File: src/sv/hrhp_pkg.sv
package hrhp_pkg;

    localparam logic [2:0] KIND_METHOD = 3'd0;
    localparam logic [2:0] KIND_URI    = 3'd1;
    localparam logic [2:0] KIND_KEY    = 3'd2;
    localparam logic [2:0] KIND_VALUE  = 3'd3;
    localparam logic [2:0] KIND_STATUS = 3'd4;

    localparam logic [1:0] STATUS_INCOMPLETE = 2'd0;
    localparam logic [1:0] STATUS_NO_BODY    = 2'd1;
    localparam logic [1:0] STATUS_WITH_BODY  = 2'd2;

    localparam logic [7:0] CHAR_SPACE = 8'h20;
    localparam logic [7:0] CHAR_COLON = 8'h3a;
    localparam logic [7:0] CHAR_CR    = 8'h0d;
    localparam logic [7:0] CHAR_LF    = 8'h0a;
    localparam logic [7:0] CHAR_ZERO  = 8'h30;
    localparam logic [7:0] CHAR_NINE  = 8'h39;

    localparam logic [3:0] NAME_LEN = 4'd14;

    typedef struct packed {
        logic [2:0]  token_kind;
        logic [15:0] token_start;
        logic [15:0] token_length;
        logic [3:0]  header_number;
        logic [31:0] content_length;
        logic [1:0]  parse_status;
        logic        final_result;
    } result_t;

    // "Content-Length"
    function automatic logic [7:0] name_char(input logic [3:0] idx);
        logic [7:0] c;
        case (idx)
            4'd0:  c = 8'h43;
            4'd1:  c = 8'h6f;
            4'd2:  c = 8'h6e;
            4'd3:  c = 8'h74;
            4'd4:  c = 8'h65;
            4'd5:  c = 8'h6e;
            4'd6:  c = 8'h74;
            4'd7:  c = 8'h2d;
            4'd8:  c = 8'h4c;
            4'd9:  c = 8'h65;
            4'd10: c = 8'h6e;
            4'd11: c = 8'h67;
            4'd12: c = 8'h74;
            4'd13: c = 8'h68;
            default: c = 8'h00;
        endcase
        return c;
    endfunction

endpackage

File: src/sv/http_request_header_parser.sv
// HTTP/1.1 request header parser. Takes one request byte per transaction, with
// s_last_byte on the final byte of a message, and reports the method, the URI,
// each header key and value (up to MAX_HEADER_COUNT headers) as each token
// closes, then a final status transaction on the last byte carrying the decoded
// Content-Length, the parse status and the body span. A byte is registered on
// input and parsed from that register, waiting while the queue is too full; its
// results enter a four-entry result queue, which offers them on m_valid. One byte
// is accepted every cycle while the queue holds at most two results; with m_ready
// held high that sustains one byte per cycle, a byte that both closes a token
// and ends the message pushing two results. Offsets wrap modulo 2^OFFSET_BITS
// and are reported in 16 bits.
module http_request_header_parser #(
    parameter int MAX_HEADER_COUNT = 16,
    parameter int OFFSET_BITS      = 16
) (
    input  logic        aclk,
    input  logic        aresetn,
    input  logic        s_valid,
    output logic        s_ready,
    input  logic [7:0]  s_data_byte,
    input  logic        s_last_byte,
    output logic        m_valid,
    input  logic        m_ready,
    output logic [2:0]  m_token_kind,
    output logic [15:0] m_token_start,
    output logic [15:0] m_token_length,
    output logic [3:0]  m_header_number,
    output logic [31:0] m_content_length,
    output logic [1:0]  m_parse_status,
    output logic        m_final_result
);

    localparam int OB      = OFFSET_BITS;
    localparam int HC_BITS = $clog2(MAX_HEADER_COUNT + 1);

    typedef enum logic [2:0] {
        PH_METHOD, PH_URI, PH_VERSION, PH_LINE, PH_LINE_CR, PH_KEY, PH_VALUE, PH_BODY
    } phase_t;

    function automatic logic [15:0] to16(input logic [OB-1:0] x);
        logic [OB+15:0] e;
        e = {16'b0, x};
        return e[15:0];
    endfunction

    function automatic logic [31:0] to32(input logic [OB-1:0] x);
        logic [OB+31:0] e;
        e = {32'b0, x};
        return e[31:0];
    endfunction

    function automatic logic [3:0] hnum4(input logic [HC_BITS-1:0] x);
        logic [HC_BITS+3:0] e;
        e = {4'b0, x};
        return e[3:0];
    endfunction

    // input register
    logic       in_valid_reg;
    logic [7:0] in_data_reg;
    logic       in_last_reg;

    // parser state
    phase_t              phase_reg, phase_next;
    logic [OB-1:0]       pos_reg, pos_next;
    logic [OB-1:0]       begin_reg, begin_next;
    logic                delim_reg, delim_next;
    logic [HC_BITS-1:0]  hcount_reg, hcount_next;
    logic [3:0]          nmp_reg, nmp_next;
    logic                nsm_reg, nsm_next;
    logic [31:0]         acc_reg, acc_next;
    logic                seen_reg, seen_next;
    logic [OB-1:0]       hend_reg, hend_next;

    // result queue
    hrhp_pkg::result_t q_reg [4];
    logic [1:0] rd_ptr_reg, wr_ptr_reg;
    logic [2:0] count_reg;

    logic advance, pop;
    logic tok_valid, fin_valid;
    hrhp_pkg::result_t tok_res, fin_res;

    assign advance = in_valid_reg && (count_reg <= 3'd2);
    assign s_ready = !in_valid_reg || advance;
    assign pop     = m_valid && m_ready;

    always_comb begin
        logic [7:0]    b;
        logic [OB-1:0] p;
        logic          do_key;
        logic          key_done;
        logic          in_limit;
        logic          hit;
        logic [35:0]   v;
        logic [31:0]   cl;
        logic [OB-1:0] got;

        b = in_data_reg;
        p = pos_reg;
        do_key = 1'b0;
        key_done = 1'b0;
        in_limit = 1'b0;
        hit = 1'b0;
        v = '0;
        cl = '0;
        got = '0;

        phase_next  = phase_reg;
        begin_next  = begin_reg;
        delim_next  = delim_reg;
        hcount_next = hcount_reg;
        nmp_next    = nmp_reg;
        nsm_next    = nsm_reg;
        acc_next    = acc_reg;
        seen_next   = seen_reg;
        hend_next   = hend_reg;

        tok_valid = 1'b0;
        tok_res   = '0;
        fin_valid = 1'b0;
        fin_res   = '0;

        case (phase_reg)
            PH_METHOD, PH_URI: begin
                if (b == hrhp_pkg::CHAR_SPACE) begin
                    tok_valid = 1'b1;
                    tok_res.token_kind = (phase_reg == PH_METHOD) ?
                        hrhp_pkg::KIND_METHOD : hrhp_pkg::KIND_URI;
                    tok_res.token_start  = to16(begin_reg);
                    tok_res.token_length = to16(p - begin_reg);
                    phase_next = (phase_reg == PH_METHOD) ? PH_URI : PH_VERSION;
                    begin_next = p + OB'(1);
                end
            end
            PH_VERSION: begin
                if (delim_reg && b == hrhp_pkg::CHAR_LF) begin
                    delim_next = 1'b0;
                    phase_next = PH_LINE;
                    begin_next = p + OB'(1);
                end else begin
                    delim_next = (b == hrhp_pkg::CHAR_CR);
                end
            end
            PH_LINE: begin
                begin_next = p;
                nmp_next   = '0;
                nsm_next   = 1'b1;
                delim_next = 1'b0;
                if (b == hrhp_pkg::CHAR_CR) begin
                    phase_next = PH_LINE_CR;
                end else begin
                    phase_next = PH_KEY;
                    do_key = 1'b1;
                end
            end
            PH_LINE_CR: begin
                if (b == hrhp_pkg::CHAR_LF) begin
                    hend_next  = p + OB'(1);
                    phase_next = PH_BODY;
                end else begin
                    nsm_next   = 1'b0;
                    phase_next = PH_KEY;
                    do_key = 1'b1;
                end
            end
            PH_KEY: begin
                do_key = 1'b1;
            end
            PH_VALUE: begin
                if (delim_reg && b == hrhp_pkg::CHAR_LF) begin
                    if (hcount_reg < HC_BITS'(MAX_HEADER_COUNT)) begin
                        tok_valid = 1'b1;
                        tok_res.token_kind    = hrhp_pkg::KIND_VALUE;
                        tok_res.token_start   = to16(begin_reg);
                        tok_res.token_length  = to16(p - OB'(1) - begin_reg);
                        tok_res.header_number = hnum4(hcount_reg);
                        hcount_next = hcount_reg + HC_BITS'(1);
                    end
                    delim_next = 1'b0;
                    phase_next = PH_LINE;
                    begin_next = p + OB'(1);
                end else begin
                    delim_next = (b == hrhp_pkg::CHAR_CR);
                    if (nsm_reg) begin
                        if (b >= hrhp_pkg::CHAR_ZERO && b <= hrhp_pkg::CHAR_NINE) begin
                            v = ({4'b0, acc_reg} << 3) + ({4'b0, acc_reg} << 1)
                                + {32'b0, b[3:0]};
                            acc_next = (v[35:32] != 4'b0) ? 32'hffff_ffff : v[31:0];
                        end else begin
                            nsm_next = 1'b0;
                        end
                    end
                end
            end
            default: begin
            end
        endcase

        // header key byte, working on the values set up above
        if (do_key) begin
            if (delim_next) begin
                if (b == hrhp_pkg::CHAR_SPACE) begin
                    in_limit = hcount_next < HC_BITS'(MAX_HEADER_COUNT);
                    hit = nsm_next && (nmp_next == hrhp_pkg::NAME_LEN);
                    if (in_limit) begin
                        tok_valid = 1'b1;
                        tok_res.token_kind    = hrhp_pkg::KIND_KEY;
                        tok_res.token_start   = to16(begin_next);
                        tok_res.token_length  = to16(p - OB'(1) - begin_next);
                        tok_res.header_number = hnum4(hcount_next);
                    end
                    if (in_limit && hit && !seen_next) begin
                        seen_next = 1'b1;
                        acc_next  = '0;
                        nsm_next  = 1'b1;
                    end else begin
                        nsm_next = 1'b0;
                    end
                    delim_next = 1'b0;
                    begin_next = p + OB'(1);
                    phase_next = PH_VALUE;
                    key_done = 1'b1;
                end else begin
                    if (nsm_next && nmp_next < hrhp_pkg::NAME_LEN &&
                        hrhp_pkg::CHAR_COLON == hrhp_pkg::name_char(nmp_next)) begin
                        nmp_next = nmp_next + 4'd1;
                    end else begin
                        nsm_next = 1'b0;
                    end
                    delim_next = 1'b0;
                end
            end
            if (!key_done) begin
                if (b == hrhp_pkg::CHAR_COLON) begin
                    delim_next = 1'b1;
                end else if (nsm_next && nmp_next < hrhp_pkg::NAME_LEN &&
                             b == hrhp_pkg::name_char(nmp_next)) begin
                    nmp_next = nmp_next + 4'd1;
                end else begin
                    nsm_next = 1'b0;
                end
            end
        end

        pos_next = p + OB'(1);

        if (in_last_reg) begin
            fin_valid = 1'b1;
            cl = seen_next ? acc_next : 32'd0;
            got = pos_next - hend_next;
            fin_res.token_kind     = hrhp_pkg::KIND_STATUS;
            fin_res.content_length = cl;
            fin_res.final_result   = 1'b1;
            fin_res.parse_status   = hrhp_pkg::STATUS_INCOMPLETE;
            if (phase_next == PH_BODY) begin
                if (cl == 32'd0) begin
                    fin_res.parse_status = hrhp_pkg::STATUS_NO_BODY;
                    fin_res.token_start  = to16(hend_next);
                end else if (to32(got) >= cl) begin
                    fin_res.parse_status = hrhp_pkg::STATUS_WITH_BODY;
                    fin_res.token_start  = to16(hend_next);
                    fin_res.token_length = to16(got);
                end
            end
            phase_next  = PH_METHOD;
            pos_next    = '0;
            begin_next  = '0;
            delim_next  = 1'b0;
            hcount_next = '0;
            nmp_next    = '0;
            nsm_next    = 1'b1;
            acc_next    = '0;
            seen_next   = 1'b0;
            hend_next   = '0;
        end
    end

    always_ff @(posedge aclk) begin
        if (!aresetn) begin
            in_valid_reg <= 1'b0;
            phase_reg    <= PH_METHOD;
            pos_reg      <= '0;
            begin_reg    <= '0;
            delim_reg    <= 1'b0;
            hcount_reg   <= '0;
            nmp_reg      <= '0;
            nsm_reg      <= 1'b1;
            acc_reg      <= '0;
            seen_reg     <= 1'b0;
            hend_reg     <= '0;
        end else begin
            if (s_ready) begin
                in_valid_reg <= s_valid;
            end
            if (advance) begin
                phase_reg  <= phase_next;
                pos_reg    <= pos_next;
                begin_reg  <= begin_next;
                delim_reg  <= delim_next;
                hcount_reg <= hcount_next;
                nmp_reg    <= nmp_next;
                nsm_reg    <= nsm_next;
                acc_reg    <= acc_next;
                seen_reg   <= seen_next;
                hend_reg   <= hend_next;
            end
        end
    end

    always_ff @(posedge aclk) begin
        if (s_valid && s_ready) begin
            in_data_reg <= s_data_byte;
            in_last_reg <= s_last_byte;
        end
    end

    // result queue
    logic [1:0] push_cnt;
    assign push_cnt = advance ? ({1'b0, tok_valid} + {1'b0, fin_valid}) : 2'd0;

    always_ff @(posedge aclk) begin
        if (!aresetn) begin
            rd_ptr_reg <= '0;
            wr_ptr_reg <= '0;
            count_reg  <= '0;
        end else begin
            rd_ptr_reg <= rd_ptr_reg + {1'b0, pop};
            wr_ptr_reg <= wr_ptr_reg + push_cnt;
            count_reg  <= count_reg + {1'b0, push_cnt} - {2'b0, pop};
        end
    end

    always_ff @(posedge aclk) begin
        if (push_cnt != 2'd0) begin
            q_reg[wr_ptr_reg] <= tok_valid ? tok_res : fin_res;
        end
        if (push_cnt == 2'd2) begin
            q_reg[wr_ptr_reg + 2'd1] <= fin_res;
        end
    end

    assign m_valid          = (count_reg != 3'd0);
    assign m_token_kind     = q_reg[rd_ptr_reg].token_kind;
    assign m_token_start    = q_reg[rd_ptr_reg].token_start;
    assign m_token_length   = q_reg[rd_ptr_reg].token_length;
    assign m_header_number  = q_reg[rd_ptr_reg].header_number;
    assign m_content_length = q_reg[rd_ptr_reg].content_length;
    assign m_parse_status   = q_reg[rd_ptr_reg].parse_status;
    assign m_final_result   = q_reg[rd_ptr_reg].final_result;

endmodule
File: config.mk
export PLATFORM = sky130hd
export DESIGN_NAME = http_request_header_parser
export DESIGN_NICKNAME = d
export VERILOG_FILES = /design/src/sv/hrhp_pkg.sv /design/src/sv/http_request_header_parser.sv
export SDC_FILE = /design/constraint.sdc
export NUM_CORES = 1
export LEC_CHECK = 0
export ABC_AREA = 1
export BUFFER_PORTS_ARGS = -buffer_cell sky130_fd_sc_hd__buf_2
export CAP_MARGIN = 25
export CORE_UTILIZATION = 60
export DETAILED_ROUTE_END_ITERATION = 12
export MAX_ROUTING_LAYER = met4
export PLACE_DENSITY = 0.77
export SLEW_MARGIN = 0
export SYNTH_ARGS = -nofsm -noshare
export SYNTH_HDL_FRONTEND = slang
export SYNTH_SLANG_ARGS = --single-unit
File: constraint.sdc
create_clock -name aclk -period 8.3 [get_ports aclk]
set_clock_uncertainty 0.2 [all_clocks]
set_input_delay 1.245 -clock aclk [delete_from_list [all_inputs] [get_ports aclk]]
set_output_delay 1.245 -clock aclk [all_outputs]
set_load 0.02 [all_outputs]
=== Word level (Yosys, flattened, before mapping) ===
Memory sizes are Yosys's and may differ from the RTL's. A register that Yosys moved wholly into a read port is not among the register bits.
Index checks and enable logic that the tools add are counted.

* Register bits after elaboration: 112
* Memory bits (writable): 296
* Memory bits (read-only): 224
* Bits of input ports: 13
* Output and inout bits: 76
* Logic and storage cells: 199
* Memories kept: 3

{| class="wikitable"
|+ Memory list
! memory !! words !! width !! rd ports !! clocked after Yosys merged registers in !! wr ports !! line !! RTL
|-
| q_reg || 4 || 74 || 1 || 1 || 2 || http_request_header_parser.sv:76 || <nowiki>hrhp_pkg::result_t q_reg [4];</nowiki>
|-
| (name not given) || 16 || 7 || 1 || 0 || 0 || hrhp_pkg.sv:35 || <nowiki>case (idx)</nowiki>
|-
| (name not given) || 16 || 7 || 1 || 0 || 0 || hrhp_pkg.sv:35 ||
|}

* $add $sub $neg: 17
* Order comparisons: 8
* Equal/unequal tests: 15
* Mux-type cells: 118
* Reductions and logical operators: 22

{| class="wikitable"
|+ Operators with widths
! operator !! number
|-
| 32-bit two-way mux || 13
|-
| 16-bit two-way mux || 12
|-
| 39-bit two-way mux || 4
|-
| 38-bit two-way mux || 2
|-
| 74-bit two-way mux || 1
|-
| 35-bit two-way mux || 2
|-
| 35-bit one-hot mux with 2 select lines || 1
|-
| 16-bit subtractor || 4
|-
| 8-bit two-way mux || 6
|-
| 16-bit one-hot mux with 3 select lines || 1
|-
| 4-bit two-way mux || 11
|-
| 1-bit two-way mux || 42
|-
| 35-bit by 33-bit adder with 36-bit output || 1
|-
| 36-bit by 4-bit adder with 36-bit output || 1
|-
| 33-bit two-way mux || 1
|-
| 16-bit by 32-bit >= comparator with 1-bit output || 1
|-
| 32-bit logical NOT || 1
|-
| 5-bit two-way mux || 4
|-
| 3-bit two-way mux || 6
|-
| 16-bit by 1-bit adder with 16-bit output (second input constant) || 1
|-
| 8-bit by 4-bit == test with 1-bit output (second input constant) || 2
|-
| 8-bit by 6-bit == test with 1-bit output (second input constant) || 2
|-
| 16-bit by 1-bit subtractor with 16-bit output (second input constant) || 1
|-
| 2-bit two-way mux || 7
|-
| 31 further kinds || 53
|}

=== Depth between registers and ports, before layout ===
An unclocked memory read counts as a cell.

* Word-level depth: 23
* Gate-level depth with buffers: 39
* Depth with buffers taken out: 37

=== Worst setup path before layout ===
No wires, ideal clock.

* Path type: register -> register
* Start point: register in_data_reg[6]
* End point: memory q_reg[2][10] in the netlist's numbering, data pin
* Setup time: 0.141 ns
* Arrival time: 5.491 ns
* Data required time: 7.959 ns
* Path slack: 2.468 ns
* Cell stages (with the launch flop): 22
* Buffers on the path: 2
* Clock period less this slack: 5.832 ns
* Path through: edfxtp_1 -> nor2_2 -> nand3_1 -> o21ai_1 -> o211ai_2 -> inv_1 -> nor2_1 -> inv_1 -> a21oi_1 -> nor2_1 -> inv_1 -> clkbuf_1 -> ha_1 -> inv_1 -> nor2_1 -> nor2_1 -> nor3_1 -> inv_1 -> nand2_1 -> o21ai_1 -> clkbuf_1 -> nor2_1

{| class="wikitable"
|+ RTL lines
! item !! line !! RTL
|-
| start, declared || http_request_header_parser.sv:60 || <nowiki>logic [7:0] in_data_reg;</nowiki>
|-
| start signal, assigned || http_request_header_parser.sv:313 || <nowiki>in_data_reg <= s_data_byte;</nowiki>
|-
| end, declared || http_request_header_parser.sv:76 ||
|}

==> metrics <==
status=finished clean; CTS Sinks=around 400; post-synthesis instance total=3645; final worst path period share=about 86%; # resized after CTS=0; flops & latches, synth=404; Chip Height=about 210 um; # diodes=0; async set-reset flop share out of synthesis=0%; Mapped Avg Cell Area=approximately 7.5 sq um; worst-path fanout max=53; leakage power=12.2 nW; RSZ-0062 raised after global routing=false; root buf cell=clkbuf_16; num ports=between 80 and 90; Pwr Density=~200 nW/um^2; final worst path period need=between 7 and 8 ns; H-tree depth=2; GRT Resource Usage Total=between 30% and 40%; cell repeated most along the worst path=nand2_1; layout cells sized above 1=~8.5%; total CTS buffers=between 40 and 50; Die Area=around 46000 sq um; number of synthesized flops with an enable pin=approximately 280; max_cap viols=0; worst-margin pin slew=about 1.1 ns; CP Data Required Time=about 8.5 ns; Yosys warnings=0; sw frac=approximately a third; register area share after synthesis=between 30 and 40%; Via-to-Cell Ratio=~6.3; Die X=around 210 um; PortBufs=88; syn_nets=around 3.8k; Crit-path slowest cell=inv_2; vias in the first global route=24.5k; # DRC=0; placed cells=roughly 4.2k; Largest register FFs=around 300; largest net degree at the start of global routing=117; post-route setup TNS=0 ns; Via Count=approximately 27k; Initial Utilization=between 60% and 70%; Post-DP HPWL=about 62 mm; # rows=77; Main synth FF type=edfxtp_1; WL/cell=21.1 um; P_int=between 3 and 4 mW; Post-Layout Cell Count=approximately 4.3k; Yosys cell types=roughly 60; routability cong.=~1.0; hold slack=0.267 ns; CTS clk-pin slew, worst paths=0.07 ns; CTS Hold Bufs=0; synthesis-to-layout area growth=8.86%; Max-slew headroom=between 20% and 30%; critical path class=register to register; CP arrival=7.37 ns; drt first-iter violations=about 3.5k; Nets=around 3.8k; initial antenna violation count=1; CP Launch Type=register; Total Wirelength=approximately 90 mm; clock group share of total power=36.3%; Critical Path End Type=register; Worst path max stage delay=0.69 ns; Longest Clk Path Bufs=3; Detailed Routing Iterations Pass 1=6; Final setup viols=0; post-CTS setup buffers=0; Max VDD drop=roughly 0.00017 V; CTS tree=done; Final ANT Viol Nets=0; core area=approximately 44000 sq um; clock latency at the later pin of the worst-skew pair=0.60 ns; fmax=between 100 and 150 MHz; combinational share of power=approximately a quarter; P_sw=1.98 mW; Slew Limit Fails=0; first-pass GRT wire length=138 mm; min-delay worst type=register to register; Cell Area, Synth=between 20000 and 30000 sq um; Overflow after GRT=0; sequential power share=38.5%; Final Hold Fails=0
## synth_stat cells, types with 3 or more instances
library cell  count  area, sq um
a211oi_1          6         45.0
a21o_1            4         30.0
a21oi_1         230         1150
a21oi_2           5         43.8
a221oi_1          6         52.6
a22oi_1          13         97.6
a31oi_1          10         62.6
and2_1            3         18.8
and3_1            3         18.8
buf_1             7         26.3
buf_2            28          140
buf_4             4         30.0
buf_6             4         45.0
clkbuf_1        137          514
clkinv_1          5         18.8
dfxtp_1         127         2540
edfxtp_1        277         8320
fa_1              7          140
ha_1            155         1940
inv_1           334         1250
inv_2            21         78.8
nand2_1         797         2990
nand2_2          10         62.6
nand3_1         242         1210
nand4_1          98          613
nor2_1          459         1720
nor2_2            6         37.5
nor2_4            4         45.0
nor3_1           38          190
nor4_1            5         31.3
o2111ai_1         4         35.0
o211ai_1          6         45.0
o21a_1            8         60.1
o21ai_0         295         1480
o21ai_1          29          145
o21bai_1         15          113
o221ai_1          6         52.6
o22ai_1          97          607
o31ai_1           7         52.6
or2_2            32          200
xnor2_1          21          184
xor2_1           59          517
## per-stage QoR
| stage | total power [mW] | area [sq um] | setup WS, ns | util [%] |
|---|---|---|---|---|
| 5_1_grt | 5.97 | 29600 | 0.500 | 66.6 |
| 2_1_floorplan | 3.27 | 27200 | 2.47 | - |
| 6_report | 5.79 | 29600 | 1.16 | 66.6 |
| 3_5_place_dp | 3.68 | 28000 | 1.39 | 63.0 |
| 4_1_cts | 5.75 | 29500 | 1.37 | 66.5 |
| 3_3_place_gp | 3.65 | 28000 | 1.67 | 63.0 |
## power groups by stage
| stage | sequential [mW] | combinational, mW | clock [mW] |
|---|---|---|---|
| after floorplan | 2.24 | 1.03 | 0 |
| after global placement | 2.27 | 1.38 | 0 |
| after detailed placement | 2.27 | 1.41 | 0 |
| after CTS | 2.23 | 1.42 | 2.10 |
| after global routing | 2.23 | 1.56 | 2.17 |
| final | 2.23 | 1.46 | 2.10 |
## layer usage
layer | part of all wire (%) | vias to the layer above | GRT usage, % | wire (um)
li1 | - | 12384 | - | -
met1 | 41 | 12517 | 54.4 | 37300
met2 | 44 | 1606 | 59.0 | 39700
met3 | 12 | 210 | 6.98 | 10400
met4 | 3.1 | 0 | 12.5 | 2750
met5 | 0 | - | - | 0
## kinds of logic (layout without fill, tap and decap cells)
kind of cell    Yosys count  count (layout)  share of synthesized area (%)
xor+xnor                 80              80                           2.58
simple gates           1707            1707                           26.7
buf+inv                 541             569                           7.77
flops                   404             404                           40.0
fa+ha+maj               162             162                           7.65
compound gates          751             751                           15.3
## path summary, 6_finish.rpt
kind	from	end	slack, ns	depth (start not counted)
setup / recovery	in_data_reg[3]	q_reg[2][2]	1.16	34
hold / removal	hend_reg[11]	hend_reg[11]	0.27	2
setup reg to reg	in_data_reg[3]	q_reg[2][2]	1.16	34
hold reg to reg	hend_reg[11]	hend_reg[11]	0.27	2
## placed cells by master (no fill, tap or decap), drive strengths merged, types with 6 or more instances in the layout
master,Yosys,routed
or2,32,32
dfxtp,127,127
xnor2,21,21
a211oi,6,6
nand4,100,100
nand2,808,808
a221oi,6,6
a31oi,10,10
o21bai,15,15
clkinv,5,20
clkbuf,138,52
nor4,6,6
buf,43,127
o31ai,7,7
o21a,8,8
xor2,59,59
o211ai,7,7
bufinv,0,7
nand3,244,244
nor3,38,38
o22ai,97,97
a21oi,235,235
o21ai,325,325
fa,7,7
edfxtp,277,277
ha,155,155
inv,355,359
nor2,470,470
a22oi,13,13
o221ai,6,6
## critical path: cells and delay by family (launching register included)
family                     cells  cell delay [ns]
AOI/OAI and AO/OA              6             0.92
xor gates and xnor gates       1             0.10
adders and majority gates      3             0.92
buffers and inverters          5             1.56
DFF                            1             0.53
and+or+nand+nor               19             2.72
## layout make-up
class                   count  area [sq um]
clock inverters            30           367
well taps                 592           741
inverters                 360          1350
clock buffers              51          1160
flip-flops and latches    404         10900
multi-input cells        2700         14300
repair buffers            128           788
fillers                  3790         14800
No activity file was read; power rests on OpenSTA's default activity.
